[src/hw/rtl/mmd_pkg.sv]
// ----------------------------------------------------------------------------
// mmd_pkg
// Shared widths, constants, types and helpers of the peak decimator.
// ----------------------------------------------------------------------------
`default_nettype none

package mmd_pkg;

  localparam int INDEX_WIDTH_DEF  = 24;
  localparam int COLUMN_WIDTH_DEF = 12;

  localparam int SAMPLE_W   = 16;
  localparam int VIEW_W     = 24;
  localparam int ZOOM_W     = 32;
  localparam int TOTAL_W    = 25;
  localparam int HEIGHT_W   = 13;
  localparam int POS_W      = 25;   // wide enough for the sample count and any view start
  localparam int FRAC_W     = 16;   // Q16 fraction bits of the boundary
  localparam int ROW_W      = 12;
  localparam int COL_OUT_W  = 12;
  localparam int APB_ADDR_W = 4;
  localparam int APB_DATA_W = 32;

  localparam int HALF_UP    = 32768;  // rounding bias of the boundary

  typedef logic signed [SAMPLE_W-1:0] sample_t;
  typedef logic [ROW_W-1:0]           row_t;
  typedef logic [HEIGHT_W-1:0]        height_t;

  // finished segment extremes handed from the tracker to the scaler
  typedef struct packed {
    logic    vld;
    sample_t hi;
    sample_t lo;
  } peak_t;

  function automatic int max_int(input int a, input int b);
    return (a > b) ? a : b;
  endfunction

endpackage

`default_nettype wire

[src/hw/rtl/waveform_min_max_decimator_unit.sv]
// ----------------------------------------------------------------------------
// waveform_min_max_decimator_unit
// Min/max peak decimator: one vertical segment per finished pixel column.
// ----------------------------------------------------------------------------
//
//   channel   direction  handshake            word
//   in_*      sink       in_valid / in_stall  frame_start, sample_value
//   out_*     source     out_valid/out_stall  column_x, top_row, bottom_row
//   cfg_*     APB slave  psel/penable/pready  view_start, zoom, total, height
//
// One sample word per clock while in_stall is low. The tracker loop (boundary
// add, position compare) closes combinationally; a finished column's sample
// goes via the input, segment, multiply and output registers to out_*.
// Reset is synchronous (rst_n low) and clears all valids and tracking state.
// in_stall rises only when every stage downstream holds a word and out_stall
// is high; bubbles are squeezed out otherwise.
// ----------------------------------------------------------------------------
`default_nettype none

module waveform_min_max_decimator_unit import mmd_pkg::*; #(
  parameter int INDEX_WIDTH  = INDEX_WIDTH_DEF,
  parameter int COLUMN_WIDTH = COLUMN_WIDTH_DEF
) (
  input  wire logic                  clk,
  input  wire logic                  rst_n,
  // sample input
  input  wire logic                  in_valid,
  output logic                       in_stall,
  input  wire logic                  in_frame_start,
  input  wire sample_t               in_sample_value,
  // segment output
  output logic                       out_valid,
  input  wire logic                  out_stall,
  output logic [COL_OUT_W-1:0]       out_column_x,
  output row_t                       out_top_row,
  output row_t                       out_bottom_row,
  // configuration
  input  wire logic                  cfg_psel,
  input  wire logic                  cfg_penable,
  input  wire logic                  cfg_pwrite,
  input  wire logic [APB_ADDR_W-1:0] cfg_paddr,
  input  wire logic [APB_DATA_W-1:0] cfg_pwdata,
  output logic      [APB_DATA_W-1:0] cfg_prdata,
  output logic                       cfg_pready
);

  localparam int BIAS_W = INDEX_WIDTH + FRAC_W + 1;

  // static view setup, registered along with the written register
  logic [POS_W-1:0]        vs_pos;
  logic [BIAS_W-1:0]       bias_init;
  logic [ZOOM_W-1:0]       zoom;
  logic [TOTAL_W-1:0]      total;
  height_t                 h_scale;

  // tracker -> scaler
  peak_t                   peak;
  logic [COLUMN_WIDTH-1:0] peak_col;
  logic                    scale_ready;

  mmd_cfg #(
    .INDEX_WIDTH (INDEX_WIDTH)
  ) u_cfg (
    .clk         (clk),
    .rst_n       (rst_n),
    .cfg_psel    (cfg_psel),
    .cfg_penable (cfg_penable),
    .cfg_pwrite  (cfg_pwrite),
    .cfg_paddr   (cfg_paddr),
    .cfg_pwdata  (cfg_pwdata),
    .cfg_prdata  (cfg_prdata),
    .cfg_pready  (cfg_pready),
    .vs_pos      (vs_pos),
    .bias_init   (bias_init),
    .zoom        (zoom),
    .total       (total),
    .h_scale     (h_scale)
  );

  // running extremes and column boundary; emits finished segments
  mmd_core #(
    .INDEX_WIDTH  (INDEX_WIDTH),
    .COLUMN_WIDTH (COLUMN_WIDTH)
  ) u_core (
    .clk             (clk),
    .rst_n           (rst_n),
    .in_valid        (in_valid),
    .in_stall        (in_stall),
    .in_frame_start  (in_frame_start),
    .in_sample_value (in_sample_value),
    .vs_pos          (vs_pos),
    .bias_init       (bias_init),
    .zoom            (zoom),
    .total           (total),
    .down_ready      (scale_ready),
    .peak            (peak),
    .peak_col        (peak_col)
  );

  // sample-to-row scaling, two stages, ends in the output register
  mmd_scale #(
    .COLUMN_WIDTH (COLUMN_WIDTH)
  ) u_scale (
    .clk            (clk),
    .rst_n          (rst_n),
    .peak           (peak),
    .peak_col       (peak_col),
    .h_scale        (h_scale),
    .up_ready       (scale_ready),
    .out_valid      (out_valid),
    .out_stall      (out_stall),
    .out_column_x   (out_column_x),
    .out_top_row    (out_top_row),
    .out_bottom_row (out_bottom_row)
  );

endmodule

`default_nettype wire

[src/hw/rtl/mmd_cfg.sv]
// ----------------------------------------------------------------------------
// mmd_cfg
// APB register file plus values derived from it for the tracker and scaler.
// ----------------------------------------------------------------------------
`default_nettype none

module mmd_cfg import mmd_pkg::*; #(
  parameter int INDEX_WIDTH = INDEX_WIDTH_DEF
) (
  input  wire logic                                  clk,
  input  wire logic                                  rst_n,
  input  wire logic                                  cfg_psel,
  input  wire logic                                  cfg_penable,
  input  wire logic                                  cfg_pwrite,
  input  wire logic [APB_ADDR_W-1:0]                 cfg_paddr,
  input  wire logic [APB_DATA_W-1:0]                 cfg_pwdata,
  output logic      [APB_DATA_W-1:0]                 cfg_prdata,
  output logic                                       cfg_pready,
  output logic      [POS_W-1:0]                      vs_pos,
  output logic      [INDEX_WIDTH+FRAC_W:0]           bias_init,
  output logic      [ZOOM_W-1:0]                     zoom,
  output logic      [TOTAL_W-1:0]                    total,
  output height_t                                    h_scale
);

  localparam int ACC_W  = INDEX_WIDTH + FRAC_W;
  localparam int BIAS_W = ACC_W + 1;
  localparam int SUM_W  = max_int(ACC_W, ZOOM_W) + 1;
  localparam logic [BIAS_W-1:0] BIAS_MAX = {1'b0, {ACC_W{1'b1}}} + BIAS_W'(HALF_UP);

  localparam logic [1:0] REG_VIEW_START   = 2'd0;
  localparam logic [1:0] REG_ZOOM_Q16     = 2'd1;
  localparam logic [1:0] REG_SAMPLE_TOTAL = 2'd2;
  localparam logic [1:0] REG_PLOT_HEIGHT  = 2'd3;

  localparam logic [VIEW_W-1:0]   VIEW_RST   = '0;
  localparam logic [ZOOM_W-1:0]   ZOOM_RST   = 32'd131072;
  localparam logic [TOTAL_W-1:0]  TOTAL_RST  = '0;
  localparam logic [HEIGHT_W-1:0] HEIGHT_RST = 13'd256;

  logic [VIEW_W-1:0]   view_start_r, view_start_nxt;
  logic [ZOOM_W-1:0]   zoom_q16_r, zoom_q16_nxt;
  logic [TOTAL_W-1:0]  sample_total_r, sample_total_nxt;
  logic [HEIGHT_W-1:0] plot_height_r, plot_height_nxt;

  logic [POS_W-1:0]    vs_pos_r, vs_pos_nxt;
  logic [BIAS_W-1:0]   bias_init_r, bias_init_nxt;
  height_t             h_r, h_nxt;

  logic [1:0]                   reg_idx;
  logic                         wr_en;
  logic [INDEX_WIDTH+VIEW_W-1:0] vs_wide;
  logic [INDEX_WIDTH-1:0]       vs_idx;
  logic [ACC_W-1:0]             vs_q;
  logic [SUM_W-1:0]             init_sum;

  assign reg_idx    = cfg_paddr[3:2];
  assign wr_en      = cfg_psel && cfg_penable && cfg_pwrite && cfg_pready;
  assign cfg_pready = 1'b1;

  // register writes; reset folded into the next value
  always_comb begin
    view_start_nxt   = view_start_r;
    zoom_q16_nxt     = zoom_q16_r;
    sample_total_nxt = sample_total_r;
    plot_height_nxt  = plot_height_r;
    if (wr_en) begin
      unique case (reg_idx)
        REG_VIEW_START:   view_start_nxt   = cfg_pwdata[VIEW_W-1:0];
        REG_ZOOM_Q16:     zoom_q16_nxt     = cfg_pwdata[ZOOM_W-1:0];
        REG_SAMPLE_TOTAL: sample_total_nxt = cfg_pwdata[TOTAL_W-1:0];
        REG_PLOT_HEIGHT:  plot_height_nxt  = cfg_pwdata[HEIGHT_W-1:0];
        default: ;
      endcase
    end
    if (!rst_n) begin
      view_start_nxt   = VIEW_RST;
      zoom_q16_nxt     = ZOOM_RST;
      sample_total_nxt = TOTAL_RST;
      plot_height_nxt  = HEIGHT_RST;
    end
  end

  // derived values track the register next values, so no extra latency
  always_comb begin
    vs_wide    = {{INDEX_WIDTH{1'b0}}, view_start_nxt};
    vs_idx     = vs_wide[INDEX_WIDTH-1:0];
    vs_pos_nxt = POS_W'(vs_idx);
    // start boundary, pre-biased by one half: vs*2^16 + 0.5 + zoom, saturated
    vs_q       = {vs_idx, 16'h8000};
    init_sum   = SUM_W'(vs_q) + SUM_W'(zoom_q16_nxt);
    bias_init_nxt = (init_sum > SUM_W'(BIAS_MAX)) ? BIAS_MAX : BIAS_W'(init_sum);
    h_nxt      = (plot_height_nxt == '0) ? '0 : plot_height_nxt - 1'b1;
  end

  always_ff @(posedge clk) begin
    view_start_r   <= view_start_nxt;
    zoom_q16_r     <= zoom_q16_nxt;
    sample_total_r <= sample_total_nxt;
    plot_height_r  <= plot_height_nxt;
    vs_pos_r       <= vs_pos_nxt;
    bias_init_r    <= bias_init_nxt;
    h_r            <= h_nxt;
  end

  always_comb begin
    unique case (reg_idx)
      REG_VIEW_START:   cfg_prdata = APB_DATA_W'(view_start_r);
      REG_ZOOM_Q16:     cfg_prdata = APB_DATA_W'(zoom_q16_r);
      REG_SAMPLE_TOTAL: cfg_prdata = APB_DATA_W'(sample_total_r);
      REG_PLOT_HEIGHT:  cfg_prdata = APB_DATA_W'(plot_height_r);
      default:          cfg_prdata = '0;
    endcase
  end

  assign vs_pos    = vs_pos_r;
  assign bias_init = bias_init_r;
  assign zoom      = zoom_q16_r;
  assign total     = sample_total_r;
  assign h_scale   = h_r;

endmodule

`default_nettype wire

[src/hw/rtl/mmd_core.sv]
// ----------------------------------------------------------------------------
// mmd_core
// Input register, running min/max, column boundary tracking, segment register.
// ----------------------------------------------------------------------------
`default_nettype none

module mmd_core import mmd_pkg::*; #(
  parameter int INDEX_WIDTH  = INDEX_WIDTH_DEF,
  parameter int COLUMN_WIDTH = COLUMN_WIDTH_DEF
) (
  input  wire logic                          clk,
  input  wire logic                          rst_n,
  input  wire logic                          in_valid,
  output logic                               in_stall,
  input  wire logic                          in_frame_start,
  input  wire sample_t                       in_sample_value,
  input  wire logic [POS_W-1:0]              vs_pos,
  input  wire logic [INDEX_WIDTH+FRAC_W:0]   bias_init,
  input  wire logic [ZOOM_W-1:0]             zoom,
  input  wire logic [TOTAL_W-1:0]            total,
  input  wire logic                          down_ready,
  output peak_t                              peak,
  output logic      [COLUMN_WIDTH-1:0]       peak_col
);

  localparam int ACC_W  = INDEX_WIDTH + FRAC_W;
  localparam int BIAS_W = ACC_W + 1;
  localparam int BSUM_W = max_int(BIAS_W, ZOOM_W) + 1;
  localparam int NIDX_W = BIAS_W - FRAC_W;
  localparam int CMP_W  = max_int(POS_W, NIDX_W);
  localparam int PT_W   = max_int(POS_W, TOTAL_W);
  localparam logic [BIAS_W-1:0] BIAS_MAX = {1'b0, {ACC_W{1'b1}}} + BIAS_W'(HALF_UP);
  localparam logic [BIAS_W-1:0] BIAS_RST = BIAS_W'(HALF_UP);

  // input register
  logic    s0_v_r, s0_v_nxt;
  logic    s0_fs_r;
  sample_t s0_smp_r;

  // tracking state; bias_r holds boundary + 0.5 in Q16
  sample_t                 run_min_r, run_min_nxt;
  sample_t                 run_max_r, run_max_nxt;
  logic [COLUMN_WIDTH-1:0] col_cnt_r, col_cnt_nxt;
  logic [POS_W-1:0]        pos_r, pos_nxt;
  logic [BIAS_W-1:0]       bias_r, bias_nxt;

  // segment register
  logic                    s1_v_r, s1_v_nxt;
  sample_t                 s1_hi_r, s1_lo_r;
  logic [COLUMN_WIDTH-1:0] s1_col_r;

  logic                    take, accept, work, live, hit;
  logic [POS_W-1:0]        pos_e;
  logic [BIAS_W-1:0]       bias_e, bias_step;
  logic [BSUM_W-1:0]       bsum;
  logic [NIDX_W-1:0]       nidx;
  logic [COLUMN_WIDTH-1:0] col_e;
  sample_t                 min_e, max_e, min_b, max_b;

  assign take     = down_ready || !s1_v_r;
  assign in_stall = s0_v_r && !take;
  assign accept   = in_valid && !in_stall;
  assign work     = s0_v_r && take;

  always_comb begin
    // frame start reloads everything before the sample is looked at
    pos_e  = s0_fs_r ? vs_pos    : pos_r;
    bias_e = s0_fs_r ? bias_init : bias_r;
    col_e  = s0_fs_r ? '0        : col_cnt_r;
    min_e  = s0_fs_r ? '0        : run_min_r;
    max_e  = s0_fs_r ? '0        : run_max_r;

    live = PT_W'(pos_e) < PT_W'(total);
    nidx = bias_e[BIAS_W-1:FRAC_W];
    hit  = live && (CMP_W'(pos_e) >= CMP_W'(nidx));

    bsum      = BSUM_W'(bias_e) + BSUM_W'(zoom);
    bias_step = (bsum > BSUM_W'(BIAS_MAX)) ? BIAS_MAX : BIAS_W'(bsum);

    min_b = hit ? '0 : min_e;
    max_b = hit ? '0 : max_e;

    run_min_nxt = run_min_r;
    run_max_nxt = run_max_r;
    col_cnt_nxt = col_cnt_r;
    pos_nxt     = pos_r;
    bias_nxt    = bias_r;
    if (work) begin
      run_min_nxt = min_e;
      run_max_nxt = max_e;
      col_cnt_nxt = col_e;
      pos_nxt     = pos_e;
      bias_nxt    = bias_e;
      if (live) begin
        run_min_nxt = (s0_smp_r < min_b) ? s0_smp_r : min_b;
        run_max_nxt = (s0_smp_r > max_b) ? s0_smp_r : max_b;
        pos_nxt     = pos_e + 1'b1;
        if (hit) begin
          col_cnt_nxt = col_e + 1'b1;
          bias_nxt    = bias_step;
        end
      end
    end

    s0_v_nxt = s0_v_r;
    if (accept) begin
      s0_v_nxt = 1'b1;
    end else if (take) begin
      s0_v_nxt = 1'b0;
    end

    s1_v_nxt = s1_v_r;
    if (take) begin
      s1_v_nxt = work && hit;
    end
  end

  always_ff @(posedge clk) begin
    if (!rst_n) begin
      s0_v_r    <= 1'b0;
      s1_v_r    <= 1'b0;
      run_min_r <= '0;
      run_max_r <= '0;
      col_cnt_r <= '0;
      pos_r     <= '0;
      bias_r    <= BIAS_RST;
    end else begin
      s0_v_r    <= s0_v_nxt;
      s1_v_r    <= s1_v_nxt;
      run_min_r <= run_min_nxt;
      run_max_r <= run_max_nxt;
      col_cnt_r <= col_cnt_nxt;
      pos_r     <= pos_nxt;
      bias_r    <= bias_nxt;
    end
  end

  always_ff @(posedge clk) begin
    if (accept) begin
      s0_fs_r  <= in_frame_start;
      s0_smp_r <= in_sample_value;
    end
    if (work && hit) begin
      s1_hi_r  <= max_e;
      s1_lo_r  <= min_e;
      s1_col_r <= col_e;
    end
  end

  assign peak.vld = s1_v_r;
  assign peak.hi  = s1_hi_r;
  assign peak.lo  = s1_lo_r;
  assign peak_col = s1_col_r;

endmodule

`default_nettype wire

[src/hw/rtl/mmd_scale.sv]
// ----------------------------------------------------------------------------
// mmd_scale
// Maps segment extremes to pixel rows: multiply stage, divide/round stage.
// ----------------------------------------------------------------------------
`default_nettype none

module mmd_scale import mmd_pkg::*; #(
  parameter int COLUMN_WIDTH = COLUMN_WIDTH_DEF
) (
  input  wire logic                    clk,
  input  wire logic                    rst_n,
  input  wire peak_t                   peak,
  input  wire logic [COLUMN_WIDTH-1:0] peak_col,
  input  wire height_t                 h_scale,
  output logic                         up_ready,
  output logic                         out_valid,
  input  wire logic                    out_stall,
  output logic      [COL_OUT_W-1:0]    out_column_x,
  output row_t                         out_top_row,
  output row_t                         out_bottom_row
);

  localparam int PROD_W = HEIGHT_W + SAMPLE_W;
  localparam int M_W    = PROD_W + 1;
  localparam int Q_W    = M_W - FRAC_W + 1;
  localparam logic [M_W-1:0] HALF_DOWN = M_W'(32767);
  localparam logic [M_W:0]   DIV_K     = (M_W+1)'(65535);
  localparam logic [Q_W-1:0] ROW_MAX_Q = Q_W'(4095);

  // row = floor((h*(65535-u) + 32767) / 65535), saturated to 12 bits
  function automatic row_t row_of(input logic [PROD_W-1:0] p);
    logic [M_W-1:0] m;
    logic [M_W:0]   t;
    logic [M_W:0]   rem;
    logic [Q_W-1:0] q;
    m   = M_W'(p) + HALF_DOWN;
    t   = (M_W+1)'(m) + (M_W+1)'(m >> FRAC_W);
    q   = Q_W'(t >> FRAC_W);               // low by at most one
    rem = (M_W+1)'(m) + (M_W+1)'(q) - ((M_W+1)'(q) << FRAC_W);
    if (rem >= DIV_K) begin
      q = q + 1'b1;
    end
    return (q > ROW_MAX_Q) ? row_t'(ROW_MAX_Q) : q[ROW_W-1:0];
  endfunction

  logic                    s2_v_r, s2_v_nxt;
  logic [PROD_W-1:0]       s2_phi_r, s2_plo_r;
  logic [COLUMN_WIDTH-1:0] s2_col_r;

  logic                    out_v_r, out_v_nxt;
  row_t                    top_r, bot_r;
  logic [COL_OUT_W-1:0]    col_out_r;

  logic                    r3;
  logic [SAMPLE_W-1:0]     w_hi, w_lo;
  logic [COLUMN_WIDTH+COL_OUT_W-1:0] col_ext;

  assign r3       = !out_v_r || !out_stall;
  assign up_ready = !s2_v_r || r3;

  // 65535 - (v + 32768) = 32767 - v
  assign w_hi = {peak.hi[SAMPLE_W-1], ~peak.hi[SAMPLE_W-2:0]};
  assign w_lo = {peak.lo[SAMPLE_W-1], ~peak.lo[SAMPLE_W-2:0]};

  assign col_ext = {{COL_OUT_W{1'b0}}, s2_col_r};

  always_comb begin
    s2_v_nxt = s2_v_r;
    if (up_ready) begin
      s2_v_nxt = peak.vld;
    end
    out_v_nxt = out_v_r;
    if (r3) begin
      out_v_nxt = s2_v_r;
    end
  end

  always_ff @(posedge clk) begin
    if (!rst_n) begin
      s2_v_r  <= 1'b0;
      out_v_r <= 1'b0;
    end else begin
      s2_v_r  <= s2_v_nxt;
      out_v_r <= out_v_nxt;
    end
  end

  always_ff @(posedge clk) begin
    if (up_ready && peak.vld) begin
      s2_phi_r <= PROD_W'(h_scale) * PROD_W'(w_hi);
      s2_plo_r <= PROD_W'(h_scale) * PROD_W'(w_lo);
      s2_col_r <= peak_col;
    end
    if (r3 && s2_v_r) begin
      top_r     <= row_of(s2_phi_r);
      bot_r     <= row_of(s2_plo_r);
      col_out_r <= col_ext[COL_OUT_W-1:0];
    end
  end

  assign out_valid      = out_v_r;
  assign out_column_x   = col_out_r;
  assign out_top_row    = top_r;
  assign out_bottom_row = bot_r;

endmodule

`default_nettype wire

[config.mk]
export PLATFORM = sky130hd
export DESIGN_NAME = waveform_min_max_decimator_unit
export DESIGN_NICKNAME = d
export VERILOG_FILES = /design/src/hw/rtl/mmd_pkg.sv /design/src/hw/rtl/waveform_min_max_decimator_unit.sv /design/src/hw/rtl/mmd_cfg.sv /design/src/hw/rtl/mmd_core.sv /design/src/hw/rtl/mmd_scale.sv
export SDC_FILE = /design/constraint.sdc
export NUM_CORES = 2
export LEC_CHECK = 0
export ABC_CLOCK_PERIOD_IN_PS = 8450
export BUFFER_PORTS_ARGS = -buffer_cell sky130_fd_sc_hd__buf_2
export CORE_MARGIN = 8
export CORE_UTILIZATION = 59
export DETAILED_ROUTE_END_ITERATION = 6
export PLACE_DENSITY = 0.79
export SYNTH_ARGS = -nofsm -noshare
export SYNTH_HDL_FRONTEND = slang
export SYNTH_SLANG_ARGS = --single-unit
export TNS_END_PERCENT = 5
[constraint.sdc]
create_clock -name clk -period 8.45 [get_ports clk]
set_clock_uncertainty 0.15 [all_clocks]
set_input_delay 1.69 -clock clk [delete_from_list [all_inputs] [get_ports clk]]
set_output_delay 1.69 -clock clk [all_outputs]
set_load 0.02 [all_outputs]
==> impl_results.md <==
* Post-synth EDFFs at 167
* Fraction of registers with async set or reset after synthesis at 0%
* # diodes at 0
* First-pass detailed-route iteration total at 7
* Residual DRC at 1
* First-pass GRT wire length at 186000 µm
* Final WL at 116000 µm
* Worst endpoint data arrival time at 8.84 ns
* Maximum root-to-sink buffer count at 3
* Worst hold path type: flip-flop to flip-flop
* Syn-to-layout area delta at 11.8%
* Register area share after synthesis at 24.0%
* Nets at 5852
* Final setup viols at 12
* CP max stage delay at 0.55 ns
* CTS tree: done
* # H-tree levels at 2
* Flip-flop and latch count after synthesis at 429
* Io pins at 131
* Post-synthesis cell type count at 93
* Cell Count, Final, Fillers Out at 6048
* DP Cell Count at 5939
* Initial Util at 59.8%
* Final ANT Viol Nets at 0
* Core area at 0.0716 mm²
* Port bufs at 127
* Worst-Margin Slew at 1.19 ns
* Clock net sink count at 429
* Clock slew at reported path FFs at 0.08 ns
* Wirelength per Cell at 19.2 µm
* CTS Buf Count at 48
* Synthesized area per cell at 8.76 µm²
* Die area at 0.0814 mm²
* Final period utilization at 102%
* Setup TNS Final at -1.27 ns
* Post-DP HPWL at 88600 µm
* RSZ-0062 raised after global routing: true
* Initial antenna violation count at 1
* Critical Path Fanout Max at 4
* Via count at 35900
* Worst skew pair latency at 0.61 ns
* Cell Rows at 98
* Grt total ovfl at 0
* Max-cap check violation count at 0
* Die Height at 285 µm
* Critical path endpoint category: flip-flop
* Max frequency at 116 MHz
* Pin count of the biggest net entering global routing at 85
* Slew Limit Fails at 0
* Ys Warns at 0
* Min setup slack post-route at -0.190 ns
* CP Data Required Time at 8.65 ns
* Pwr dens at 211 mW/mm²
* Chip width at 285 µm
* Relative max-transition margin at 20.6%
* Gate Count Post-Synth at 4885
* Failing checks: DRC, setup timing
* Total Routing Usage GR at 27.6%
* CP Class: flip-flop to flip-flop
* Number of global-route vias before repair at 36200
* Routability cong. at 0.998
* Max VDD drop at 0.375 mV
* Fin. Hold Viols at 0
* Mapped cell area at 0.0428 mm²
* Drt via density at 5.93
* Most used DFF post-synth: dfxtp_1
* Share of cells above drive strength 1 at 12.0%
* DR iter-0 viols at 2715
* Clk root buf: clkbuf_16
* Leak at 21.6 nW
* Status: complete, but fails checks
* Final min period at 8.64 ns
* CP Launch Type: flip-flop
* Critical Path Slowest Stage Cell: or4_4
==> registers in the layout (all words and copies together) (netlist names), 12 cells and up <==
name,count
u_core.peak_col,12
u_core.pos_r,25
u_cfg.h_scale,13
u_scale.s2_plo_r,29
u_core.run_max_r,16
u_cfg.vs_pos,24
u_core.col_cnt_r,12
u_core.s1_lo_r,16
u_core.bias_r,41
u_scale.s2_col_r,12
u_core.s0_smp_r,16
u_cfg.total,25
u_scale.out_bottom_row,12
u_cfg.bias_init,41
u_cfg.plot_height_r,13
u_scale.s2_phi_r,29
u_scale.out_column_x,12
u_cfg.zoom,32
u_scale.out_top_row,12
u_core.run_min_r,16
u_core.s1_hi_r,16
==> report_power, final <==
part	switching (W)	internal (W)
clock	0.000974	0.00140
sequential	0.0000908	0.00246
combinational	0.00292	0.00224
==> final cells by class <==
class | count | area [µm²]
multi-input combinational | 3706 | 30400
fill | 5701 | 23800
sequential | 429 | 10300
timing repair buffer | 320 | 2110
inverter | 554 | 2080
clock buffer | 53 | 1250
tap | 950 | 1190
clock inverter | 36 | 542
==> timing repair <==
| action | CTS | global route |
|---|---|---|
| resized for setup | 20 | 101 |
| buffers inserted | 2 | 16 |
| pin swaps | 15 | 55 |
| cloned | 0 | 2 |
| hold buffers | 0 | 0 |
| endpoints found under the setup margin | 24 | 24 |
==> logic make-up (layout without fill, tap and decap cells) <==
group	after synthesis	after routing	synth area share, %
multiplexers	129	129	3.52
AO/OA/AOI/OAI	875	875	13.0
buffers and inverters	752	963	6.65
AND/OR/NAND/NOR	1731	1731	21.2
flip-flops	429	429	24.0
adder cells (fa/ha/maj)	733	733	26.9
other	1	3	0.00876
XOR/XNOR	235	235	4.84
==> through the flow <==
stage / instance area [µm²] / hold slack [ns] / utilization (%) / setup WS (ns) / power (W)
after CTS: 47200 / 0.269 / 65.9 / -0.0164 / 0.0101
final: 47800 / 0.268 / 66.8 / -0.190 / 0.0101
after global routing: 47800 / 0.277 / 66.8 / -0.377 / 0.0109
after global placement: 45300 / 0.251 / 63.2 / -0.144 / 0.00746
after detailed placement: 45300 / 0.255 / 63.2 / -0.376 / 0.00764
after floorplan: 42900 / 0.250 / - / 0.0144 / 0.00651
==> cells in the mapped netlist (47+ instances only) <==
library cell  count  area (µm²)
a21oi_1         284        1420
nand2_1         445        1670
xor2_1           77         674
nor2_1          246         923
ha_1            423        5290
dfxtp_1         262        5250
inv_1           553        2080
o21ai_0         187         936
o211ai_1         47         353
nand3_1         129         646
a21o_1           67         503
mux2i_1          75         751
and2_1           62         388
fa_1            310        6210
edfxtp_1        167        5010
xnor2_1         156        1370
nand2b_1        287        1800
nor3_1           70         350
clkbuf_1        181         679
nor2b_1         232        1450
==> final timing paths <==
kind / start / to / slack (ns) / cells after the start
worst max-delay path: u_scale.s2_phi_r[0] / u_scale.out_top_row[7] / -0.19 / 36
worst min-delay path: u_scale.s2_col_r[6] / u_scale.out_column_x[6] / 0.27 / 0
worst max register to register: u_scale.s2_phi_r[0] / u_scale.out_top_row[7] / -0.19 / 36
worst min register to register: u_scale.s2_col_r[6] / u_scale.out_column_x[6] / 0.27 / 0
==> worst max-delay path: cells and delay by family (launching register included) <==
family | cells | cell delay, ns
buf+inv | 4 | 0.44
simple gates | 19 | 4.60
xor+xnor | 1 | 0.17
fa+ha+maj | 4 | 0.90
mux | 1 | 0.31
flops | 1 | 0.45
compound gates | 7 | 1.37
==> layer usage <==
| layer | global-route usage (%) | wire length, µm |
|---|---|---|
| met2 | 47.9 | 56600 |
| met4 | 12.8 | 5800 |
| met5 | 0 | 3 |
| met1 | 33.6 | 46300 |
| met3 | 4.21 | 7530 |
==> placed cells by master (no fill, tap or decap), drive strengths merged, types with 18 or more instances in the layout <==
| cell type | n |
|---|---|
| buf | 319 |
| a21o | 67 |
| and3 | 45 |
| nor3b | 19 |
| a31oi | 23 |
| fa | 310 |
| dfxtp | 262 |
| nand3 | 130 |
| nand4 | 46 |
| a2bb2oi | 18 |
| or4 | 20 |
| or3 | 40 |
| mux2i | 75 |
| o21ai | 193 |
| xnor2 | 157 |
| and2 | 63 |
| edfxtp | 167 |
| o21a | 31 |
| ha | 423 |
| nor4 | 23 |
| nand2b | 287 |
| mux2 | 41 |
| a22oi | 22 |
| o21bai | 18 |
| xor2 | 78 |
| o211ai | 47 |
| a211oi | 38 |
| nor2 | 248 |
| inv | 565 |
| nor3 | 70 |
| a21oi | 284 |
| clkbuf | 53 |
| nand2 | 445 |
| nor2b | 232 |
Note: power is estimated with default switching activity, not from simulation.
